==> src/hw/rtl/btlv_pkg.sv <==
`timescale 1ns / 1ps
// ----------------------------------------------------------------------------
// BER TLV header parser package
// Request/result payload types, the front-to-back command record and the
// fixed codes shared by the parser modules.
// ----------------------------------------------------------------------------
package btlv_pkg;

   localparam int AVAIL_W   = 16;
   localparam int BYTE_W    = 8;
   localparam int CONS_W    = 8;   // tag + length octets, at most 129
   localparam int LEFT_W    = 16;
   localparam int LENCNT_W  = 7;

   // Status codes
   localparam logic [1:0] ST_OK        = 2'd0;
   localparam logic [1:0] ST_MULTI_TAG = 2'd1;
   localparam logic [1:0] ST_OVERRUN   = 2'd2;

   // Tag and length octet masks
   localparam logic [7:0] TAG_NUM_MASK  = 8'h1F;
   localparam logic [7:0] LEN_LONG_FLAG = 8'h80;
   localparam logic [7:0] LEN_CNT_MASK  = 8'h7F;

   localparam logic [1:0] INT_TAG_RESET = 2'd2;

   typedef struct packed {
      logic [7:0]  data_byte;
      logic        start_req;
      logic [15:0] avail_bytes;
   } req_payload_type;

   typedef struct packed {
      logic [1:0]  status;
      logic [7:0]  tag;
      logic [15:0] content_len;
      logic [7:0]  header_len;
      logic [15:0] total_len;
      logic [31:0] int_value;
   } rsp_payload_type;

   // Classified byte handed from front to back
   typedef struct packed {
      logic        start;
      logic        multi_tag;
      logic        long_form;
      logic [6:0]  len_cnt;
      logic [7:0]  data_byte;
      logic [15:0] avail;
   } cmd_type;

endpackage

==> src/hw/rtl/ber_tlv_header_parser_unit.sv <==
`timescale 1ns / 1ps
// Path: a request is registered in the command queue; its result (if any) is
// then registered in the result queue and shown on the rsp_ ports.
// Throughput: one byte per cycle unless the result queue is full; the
// back-end state machine updates once per byte; both queues hold two entries.
// Reset: synchronous, active high; empties both queues, returns the parser to
// idle and sets integer_tag to 2. No clearing pass.
// ----------------------------------------------------------------------------
// BER TLV header parser unit
// Front end classifies request bytes into a short command queue; back end
// decodes tag and length, gathers integer content and queues results.
// ----------------------------------------------------------------------------
module ber_tlv_header_parser_unit
   import btlv_pkg::*;
#(
   parameter int LEN_BITS   = 16,
   parameter int VALUE_BITS = 32
) (
   input  logic            clock,
   input  logic            reset,
   input  logic            req_push,
   output logic            req_full,
   input  req_payload_type req_data,
   output logic            rsp_empty,
   input  logic            rsp_pop,
   output rsp_payload_type rsp_data,
   input  logic            csr_valid,
   output logic            csr_ready,
   input  logic [7:0]      csr_data
);

   logic    cmd_valid;
   logic    cmd_pop;
   cmd_type cmd;

   // Byte classification and command queue
   btlv_front u_front (
      .clock     (clock),
      .reset     (reset),
      .req_push  (req_push),
      .req_full  (req_full),
      .req_data  (req_data),
      .cmd_valid (cmd_valid),
      .cmd_pop   (cmd_pop),
      .cmd       (cmd)
   );

   // Header decode and result queue
   btlv_back #(
      .LEN_BITS   (LEN_BITS),
      .VALUE_BITS (VALUE_BITS)
   ) u_back (
      .clock     (clock),
      .reset     (reset),
      .cmd_valid (cmd_valid),
      .cmd_pop   (cmd_pop),
      .cmd       (cmd),
      .csr_valid (csr_valid),
      .csr_ready (csr_ready),
      .csr_data  (csr_data),
      .rsp_empty (rsp_empty),
      .rsp_pop   (rsp_pop),
      .rsp_data  (rsp_data)
   );

endmodule

==> src/hw/rtl/btlv_front.sv <==
`timescale 1ns / 1ps
// ----------------------------------------------------------------------------
// BER TLV front end
// Accepts request bytes, classifies them (start, multibyte tag, long-form
// length) and holds them in a two-entry command queue for the back end.
// ----------------------------------------------------------------------------
module btlv_front
   import btlv_pkg::*;
(
   input  logic            clock,
   input  logic            reset,
   input  logic            req_push,
   output logic            req_full,
   input  req_payload_type req_data,
   output logic            cmd_valid,
   input  logic            cmd_pop,
   output cmd_type         cmd
);

   cmd_type     q_ff [2];
   logic        wr_ptr_ff, wr_ptr_in;
   logic        rd_ptr_ff, rd_ptr_in;
   logic [1:0]  count_ff, count_in;
   cmd_type     cls;
   logic        push, pop;

   // Classify the incoming byte
   always_comb begin
      cls.start     = req_data.start_req;
      cls.multi_tag = ((req_data.data_byte & TAG_NUM_MASK) == TAG_NUM_MASK);
      cls.long_form = ((req_data.data_byte & LEN_LONG_FLAG) != 8'd0);
      cls.len_cnt   = 7'(req_data.data_byte & LEN_CNT_MASK);
      cls.data_byte = req_data.data_byte;
      cls.avail     = req_data.avail_bytes;
   end

   assign req_full  = (count_ff == 2'd2);
   assign cmd_valid = (count_ff != 2'd0);
   assign cmd       = q_ff[rd_ptr_ff];
   assign push      = req_push && !req_full;
   assign pop       = cmd_pop && cmd_valid;

   // Queue pointers and fill count
   always_comb begin
      wr_ptr_in = push ? !wr_ptr_ff : wr_ptr_ff;
      rd_ptr_in = pop ? !rd_ptr_ff : rd_ptr_ff;
      count_in  = count_ff;
      if (push && !pop) begin
         count_in = count_ff + 2'd1;
      end else if (pop && !push) begin
         count_in = count_ff - 2'd1;
      end
   end

   always_ff @(posedge clock) begin
      if (reset) begin
         wr_ptr_ff <= 1'b0;
         rd_ptr_ff <= 1'b0;
         count_ff  <= 2'd0;
      end else begin
         wr_ptr_ff <= wr_ptr_in;
         rd_ptr_ff <= rd_ptr_in;
         count_ff  <= count_in;
      end
   end

   // Queue storage
   always_ff @(posedge clock) begin
      if (push) begin
         q_ff[wr_ptr_ff] <= cls;
      end
   end

   a_count_range: assert property (@(posedge clock) disable iff (reset)
      count_ff <= 2'd2)
      else $error("command queue count out of range");

   a_push_grows: assert property (@(posedge clock) disable iff (reset)
      (push && !pop) |=> (count_ff == $past(count_ff) + 2'd1))
      else $error("command queue lost a request");

   a_ptr_gap: assert property (@(posedge clock) disable iff (reset)
      (count_ff == 2'd1) |-> (wr_ptr_ff != rd_ptr_ff))
      else $error("command queue pointers inconsistent with count");

endmodule

==> src/hw/rtl/btlv_back.sv <==
`timescale 1ns / 1ps
// ----------------------------------------------------------------------------
// BER TLV back end
// Runs the per-object header state machine on classified bytes, gathers
// integer content and pushes finished results into a two-entry result queue.
// ----------------------------------------------------------------------------
module btlv_back
   import btlv_pkg::*;
#(
   parameter int LEN_BITS   = 16,
   parameter int VALUE_BITS = 32
) (
   input  logic            clock,
   input  logic            reset,
   input  logic            cmd_valid,
   output logic            cmd_pop,
   input  cmd_type         cmd,
   input  logic            csr_valid,
   output logic            csr_ready,
   input  logic [7:0]      csr_data,
   output logic            rsp_empty,
   input  logic            rsp_pop,
   output rsp_payload_type rsp_data
);

   localparam int ACC_W = (LEN_BITS + 1 > AVAIL_W) ? LEN_BITS + 1 : AVAIL_W;
   localparam int SUM_W = ACC_W + 1;
   localparam logic [LEN_BITS:0]   LEN_SAT   = {1'b1, {LEN_BITS{1'b0}}};
   localparam logic [LEN_BITS+8:0] LEN_SAT_W = {{8{1'b0}}, LEN_SAT};

   // Phase codes
   localparam logic [2:0] PH_IDLE  = 3'd0;
   localparam logic [2:0] PH_LEN1  = 3'd1;
   localparam logic [2:0] PH_LENX  = 3'd2;
   localparam logic [2:0] PH_VALUE = 3'd3;

   logic [2:0]            phase_ff, phase_in;
   logic [CONS_W-1:0]     consumed_ff, consumed_in;
   logic [AVAIL_W-1:0]    avail_ff, avail_in;
   logic [LENCNT_W-1:0]   lbl_ff, lbl_in;
   logic [BYTE_W-1:0]     tag_ff, tag_in;
   logic [LEN_BITS:0]     len_acc_ff, len_acc_in;
   logic [VALUE_BITS-1:0] val_acc_ff, val_acc_in;
   logic [LEFT_W-1:0]     val_left_ff, val_left_in;
   logic [7:0]            int_tag_ff;

   rsp_payload_type       oq_ff [2];
   logic                  owr_ff, owr_in;
   logic                  ord_ff, ord_in;
   logic [1:0]            ocount_ff, ocount_in;
   logic                  out_full, opop;

   logic                  fire;
   logic [CONS_W-1:0]     cons1;
   logic [LEN_BITS+8:0]   len_shift;
   logic [LEN_BITS:0]     len_next;
   logic [VALUE_BITS+7:0] val_shift;
   logic [VALUE_BITS-1:0] val_next;
   logic [LEN_BITS:0]     fin_len;
   logic [CONS_W-1:0]     fin_cons;
   logic [SUM_W-1:0]      sum;
   logic                  sum_over;
   logic                  res_valid;
   rsp_payload_type       res;

   // Configuration register
   assign csr_ready = 1'b1;

   always_ff @(posedge clock) begin
      if (reset) begin
         int_tag_ff <= 8'(INT_TAG_RESET);
      end else if (csr_valid) begin
         int_tag_ff <= csr_data;
      end
   end

   assign out_full = (ocount_ff == 2'd2);
   assign fire     = cmd_valid && !out_full;
   assign cmd_pop  = fire;

   // Shared datapath: next length, next value, header fit check
   always_comb begin
      cons1     = consumed_ff + CONS_W'(1);
      len_shift = {len_acc_ff, cmd.data_byte};
      len_next  = (len_shift > LEN_SAT_W) ? LEN_SAT : len_shift[LEN_BITS:0];
      val_shift = {val_acc_ff, cmd.data_byte};
      val_next  = val_shift[VALUE_BITS-1:0];
      case (phase_ff)
         PH_LEN1: begin
            fin_len  = cmd.long_form ? '0 : (LEN_BITS+1)'(cmd.data_byte);
            fin_cons = cons1;
         end
         PH_LENX: begin
            fin_len  = len_next;
            fin_cons = cons1;
         end
         default: begin
            fin_len  = len_acc_ff;
            fin_cons = consumed_ff;
         end
      endcase
      sum      = SUM_W'(fin_len) + SUM_W'(fin_cons);
      sum_over = (sum > SUM_W'(avail_ff));
   end

   // Header state machine
   always_comb begin
      phase_in    = phase_ff;
      consumed_in = consumed_ff;
      avail_in    = avail_ff;
      lbl_in      = lbl_ff;
      tag_in      = tag_ff;
      len_acc_in  = len_acc_ff;
      val_acc_in  = val_acc_ff;
      val_left_in = val_left_ff;
      res_valid   = 1'b0;
      res         = '0;
      res.tag     = tag_ff;

      if (fire) begin
         if (cmd.start) begin
            tag_in      = cmd.data_byte;
            avail_in    = cmd.avail;
            consumed_in = CONS_W'(1);
            len_acc_in  = '0;
            val_acc_in  = '0;
            val_left_in = '0;
            lbl_in      = '0;
            if (cmd.multi_tag) begin
               res_valid  = 1'b1;
               res.status = ST_MULTI_TAG;
               res.tag    = cmd.data_byte;
               phase_in   = PH_IDLE;
            end else begin
               phase_in = PH_LEN1;
            end
         end else begin
            case (phase_ff)
               PH_LEN1, PH_LENX: begin
                  consumed_in = cons1;
                  len_acc_in  = fin_len;
                  if (phase_ff == PH_LEN1) begin
                     lbl_in = cmd.len_cnt;
                  end else begin
                     lbl_in = lbl_ff - LENCNT_W'(1);
                  end
                  if (phase_ff == PH_LENX && ({{(AVAIL_W-CONS_W){1'b0}}, cons1} > avail_ff)) begin
                     // length octets ran past the available bytes
                     res_valid  = 1'b1;
                     res.status = ST_OVERRUN;
                     phase_in   = PH_IDLE;
                  end else if (phase_ff == PH_LEN1 && cmd.long_form && cmd.len_cnt != '0) begin
                     phase_in = PH_LENX;
                  end else if (phase_ff == PH_LENX && lbl_ff != LENCNT_W'(1)) begin
                     phase_in = PH_LENX;
                  end else if (sum_over) begin
                     res_valid  = 1'b1;
                     res.status = ST_OVERRUN;
                     phase_in   = PH_IDLE;
                  end else if (tag_ff == int_tag_ff && fin_len != '0) begin
                     val_acc_in  = '0;
                     val_left_in = LEFT_W'(fin_len);
                     phase_in    = PH_VALUE;
                  end else begin
                     res_valid       = 1'b1;
                     res.status      = ST_OK;
                     res.content_len = 16'(fin_len);
                     res.header_len  = 8'(fin_cons);
                     res.total_len   = 16'(sum);
                     res.int_value   = '0;
                     val_acc_in      = '0;
                     phase_in        = PH_IDLE;
                  end
               end
               PH_VALUE: begin
                  val_acc_in  = val_next;
                  val_left_in = val_left_ff - LEFT_W'(1);
                  if (val_left_ff == LEFT_W'(1)) begin
                     res_valid       = 1'b1;
                     res.status      = ST_OK;
                     res.content_len = 16'(len_acc_ff);
                     res.header_len  = 8'(consumed_ff);
                     res.total_len   = 16'(sum);
                     res.int_value   = 32'(val_next);
                     phase_in        = PH_IDLE;
                  end
               end
               default: begin
                  // continuation byte while idle: dropped
               end
            endcase
         end
      end
   end

   always_ff @(posedge clock) begin
      if (reset) begin
         phase_ff <= PH_IDLE;
      end else begin
         phase_ff <= phase_in;
      end
   end

   always_ff @(posedge clock) begin
      consumed_ff <= consumed_in;
      avail_ff    <= avail_in;
      lbl_ff      <= lbl_in;
      tag_ff      <= tag_in;
      len_acc_ff  <= len_acc_in;
      val_acc_ff  <= val_acc_in;
      val_left_ff <= val_left_in;
   end

   // Result queue
   assign rsp_empty = (ocount_ff == 2'd0);
   assign rsp_data  = oq_ff[ord_ff];
   assign opop      = rsp_pop && !rsp_empty;

   always_comb begin
      owr_in    = res_valid ? !owr_ff : owr_ff;
      ord_in    = opop ? !ord_ff : ord_ff;
      ocount_in = ocount_ff;
      if (res_valid && !opop) begin
         ocount_in = ocount_ff + 2'd1;
      end else if (opop && !res_valid) begin
         ocount_in = ocount_ff - 2'd1;
      end
   end

   always_ff @(posedge clock) begin
      if (reset) begin
         owr_ff    <= 1'b0;
         ord_ff    <= 1'b0;
         ocount_ff <= 2'd0;
      end else begin
         owr_ff    <= owr_in;
         ord_ff    <= ord_in;
         ocount_ff <= ocount_in;
      end
   end

   always_ff @(posedge clock) begin
      if (res_valid) begin
         oq_ff[owr_ff] <= res;
      end
   end

   a_result_room: assert property (@(posedge clock) disable iff (reset)
      res_valid |-> (ocount_ff != 2'd2))
      else $error("result pushed into a full queue");

   a_value_left: assert property (@(posedge clock) disable iff (reset)
      (phase_ff == PH_VALUE) |-> (val_left_ff != '0))
      else $error("value phase with no bytes left");

   a_start_no_value: assert property (@(posedge clock) disable iff (reset)
      (fire && cmd.start) |=> (phase_ff != PH_VALUE))
      else $error("start byte led straight to value phase");

   a_lenx_count: assert property (@(posedge clock) disable iff (reset)
      (phase_ff == PH_LENX) |-> (lbl_ff != '0))
      else $error("long-form phase with no length octets left");

endmodule

==> config.mk <==
export PLATFORM = sky130hd
export DESIGN_NAME = ber_tlv_header_parser_unit
export DESIGN_NICKNAME = d
export VERILOG_FILES = /design/src/hw/rtl/btlv_pkg.sv /design/src/hw/rtl/ber_tlv_header_parser_unit.sv /design/src/hw/rtl/btlv_front.sv /design/src/hw/rtl/btlv_back.sv
export SDC_FILE = /design/constraint.sdc
export NUM_CORES = 1
export LEC_CHECK = 0
export ABC_AREA = 1
export BUFFER_PORTS_ARGS = -buffer_cell sky130_fd_sc_hd__buf_2
export CAP_MARGIN = 30
export CORE_UTILIZATION = 55
export CTS_BUF_LIST = sky130_fd_sc_hd__clkbuf_2
export DETAILED_ROUTE_END_ITERATION = 16
export GPL_ROUTABILITY_DRIVEN = 0
export PLACE_DENSITY = 0.77
export SYNTH_ARGS = -nofsm -noshare
export SYNTH_HDL_FRONTEND = slang
export SYNTH_SLANG_ARGS = --single-unit
==> constraint.sdc <==
create_clock -name clock -period 11.6 [get_ports clock]
set_input_delay 0.58 -clock clock [delete_from_list [all_inputs] [get_ports clock]]
set_output_delay 0.58 -clock clock [all_outputs]
set_load 0.005 [all_outputs]
==> out/results.ini <==
[worst_hold_path]
min_path_type = in2reg
worstHoldPathCells = 3
hold_start = csr_valid
min_to = u_back.int_tag_ff[7]$_SDFFE_PP0P_

[die]
coreArea_um2 = 27900
die_h_um = 171
initial_core_util_pct = 56.1
io_pins = 123
die-width_um = 171
die-area_um2 = 29100
rows = 61

[yosys]
synth_async_sr_flop_share_pct = 0
synth-seq-cells = 332
synthesis.nets = 1457
ys_dominant_reg_cell = edfxtp_1
ys_seq_area_share_pct = 62.5
netlist_instances = 1375
yosysWarnings = 0
ys_types = 48
avgSynthCellArea_um2 = 11.4
syn_area_um2 = 15600
synth_edf_count = 312

[sta]
fmax_ghz = 0.130
hold_violations = 0
setup_violations = 0
min_period_ns = 7.72
worst-slew-pin-transition_ns = 0.903
relSlewSlack_pct = 39.8
slew_viol_final = 0
rsz0062_at_grt = no
finalCritPeriodShare_pct = 66.5
final.setup.tns_ns = 0
finClkSkew_ns = 0.0797

[clock_network]
cts-buffers-inserted = 81
cts_tree = done
ctsRootBufferMaster = clkbuf_2
clock_path_buffers = 3
htreeDepth = 3
cts.sinks = 332
clk_pin_slew_worst_paths_ns = 0.10
clock_latency_ns = 0.90
cts_setup_buffers = 0

[worst_setup_path]
timing.rr.start = u_back.phase_ff[1]$_SDFFE_PP0P_
r2r-end = u_back.oq_ff[0][77]$_DFFE_PP_
crit_slowest_cell = clkinv_1
critical_path.top_delay_family = compound AO/OA/AOI/OAI gates
end_kind = register
cpMostUsedCell = nand2_1
crit_fanout = 71
cp.arrival_ns = 8.20
path_class = reg2reg
reg2reg_depth = 33
path_buf_inv = 6
rrSetupSlack_ns = 3.88
required_ns = 12.08
cpPeakStageDelay_ns = 0.90
startpoint_type = register

[drt]
detail_route.vias_per_cell = 5.42
drc = 0
num_vias = 11000
drtPass1Iterations = 6
post_drt_wl_per_cell_um = 17.9
wirelength_mm = 36.2
drt_iter0_drc = 1074
ant_nets = 0

[power_and_ir_drop]
clock_power_share_pct = 16.8
power_switching_uw = 1930
p_sw_share_pct = 41.5
p_comb_share_pct = 44.7
internal-power_uw = 2730
total_power_uw = 4670
seqPwrFrac_pct = 38.5
p_leak_uw = 0.00712
p_per_area_nw_per_um2 = 261
max-vdd-ir-drop_uv = 139

[placement]
place_hpwl_mm = 24.5
dpl-instance-area_um2 = 16700
io_buffers = 121

[status]
status = finished, final reports clean

[global_routing]
grt_overflow = 0
grt_start_max_net_pins = 74
grt_util_all_layers_pct = 25.3
grt_pass1_wl_mm = 55.3
antenna_found_initial = 1
grt_pass1_vias = 10600

[final_layout]
fin_nets = 1666
design_area_um2 = 17900
layout_common_cells = 312 x edfxtp_1, 224 x nand2_1, 171 x inv_1
drive_gt1_share_pct = 25.9
layout_commonest_cell = edfxtp_1
syn_to_final_growth_pct = 14.4

[run]
cap_violations = 0

[metal layers]
layer,wire (um),global-route usage [%],vias up
li1,-,-,5152
met4,1200,10.9,0
met1,14500,33.0,5143
met3,3390,6.32,104
met2,17200,40.2,562
met5,0,0,-
[Yosys cell counts (3+ instances only)]
master	n	area share (%)
edfxtp_1	312	60
nand2_1	225	5.4
inv_1	171	4.1
nor2_1	171	4.1
mux2_2	82	5.9
o21ai_0	53	1.7
ha_1	43	3.4
a21oi_1	42	1.3
nand3_1	40	1.3
clkbuf_1	34	0.82
xor2_1	21	1.2
dfxtp_1	20	2.6
xnor2_1	18	1.0
o22ai_2	15	1.2
a21oi_2	14	0.78
o22ai_1	13	0.52
nand2_2	12	0.48
nand4_1	11	0.44
nor3_1	11	0.35
a31oi_1	8	0.32
a21boi_0	6	0.29
buf_6	6	0.43
inv_2	5	0.12
o21ai_2	4	0.22
buf_1	3	0.072
nor4_1	3	0.12
o21ai_1	3	0.096
[registers in the layout, indices dropped and copies added (netlist names), 7 cells and up, named ones only]
name	cells
u_back.oq_ff	164
u_back.consumed_ff	8
u_back.len_acc_ff	17
u_back.lbl_ff	7
u_back.int_tag_ff	8
u_back.val_left_ff	16
u_back.tag_ff	8
u_back.val_acc_ff	24
u_back.avail_ff	16
u_front.q_ff	52
[cells by family (layout without fill, tap and decap cells)]
group                      count (synthesis)  count (layout)  synth area share, %
DFF                                      332             332                 62.5
AOI/OAI and AO/OA                        165             165                 6.83
xor gates and xnor gates                  39              39                 2.19
buffers and inverters                    226             494                 5.91
and+or+nand+nor                          485             485                 13.0
adders and majority gates                 44              44                 3.57
muxes                                     83              83                 5.97
other                                      1               4               0.0240
[worst register-to-register path, delay by kind of cell (launching register included)]
family                     cells  cell delay (ns)
AOI/OAI and AO/OA              9             2.05
buffers and inverters          6             1.67
adders and majority gates      3             1.44
xor gates and xnor gates       1             0.28
DFF                            1             0.39
and+or+nand+nor               14             1.35
[power by group through the flow]
| stage | Sequential (uW) | Clock (uW) | Combinational (uW) |
|---|---|---|---|
| CTS | 1790 | 805 | 2040 |
| detailed placement | 1820 | 0 | 2020 |
| global route | 1820 | 866 | 2280 |
| floorplan | 1790 | 0 | 1400 |
| finish | 1800 | 785 | 2080 |
| global placement | 1810 | 0 | 1920 |
[worst max-delay path by stage]
stage / from / end / slack [ns] / depth (start not counted)
2_1_floorplan: u_back.phase_ff[0]$_SDFFE_PP0P_ / u_back.oq_ff[0][0]$_DFFE_PP_ / 2.69 / 34
3_3_place_gp: u_back.phase_ff[0]$_SDFFE_PP0P_ / u_back.oq_ff[1][74]$_DFFE_PP_ / 4.17 / 34
3_5_place_dp: u_back.phase_ff[1]$_SDFFE_PP0P_ / u_back.oq_ff[1][74]$_DFFE_PP_ / 3.85 / 34
4_1_cts: u_back.phase_ff[1]$_SDFFE_PP0P_ / u_back.oq_ff[1][74]$_DFFE_PP_ / 3.75 / 34
5_1_grt: u_back.phase_ff[1]$_SDFFE_PP0P_ / u_back.oq_ff[0][77]$_DFFE_PP_ / 3.32 / 37
6_report: u_back.phase_ff[1]$_SDFFE_PP0P_ / u_back.oq_ff[0][77]$_DFFE_PP_ / 3.88 / 33
[through the flow]
step | worst slack, ns | hold slack [ns] | util, % | instances
after CTS | 3.75 | 0.00256 | 63.9 | 2019
after floorplan | 2.69 | 0.426 | - | 1375
after detailed placement | 3.85 | 0.455 | 59.9 | 1842
after global routing | 3.32 | 0.0522 | 64.2 | 2024
after global placement | 4.17 | 0.436 | 59.5 | 1837
final | 3.88 | 0.0933 | 64.2 | 2024
[cell type report]
type,count,area (um^2)
multi-input cells,817,4960
clock inverters,13,125
clock buffers,129,646
diodes,3,7.51
flip-flops and latches,332,9770
well taps,378,473
fillers,2110,9980
repair buffers,173,1200
inverters,179,682
[repair_timing]
| item | 4_1_cts | 5_1_grt |
|---|---|---|
| hold endpoints to repair | 60 | 0 |
| hold buffers | 35 | 0 |
| resized for setup | 0 | 0 |
(Power assumes the default switching activity.)
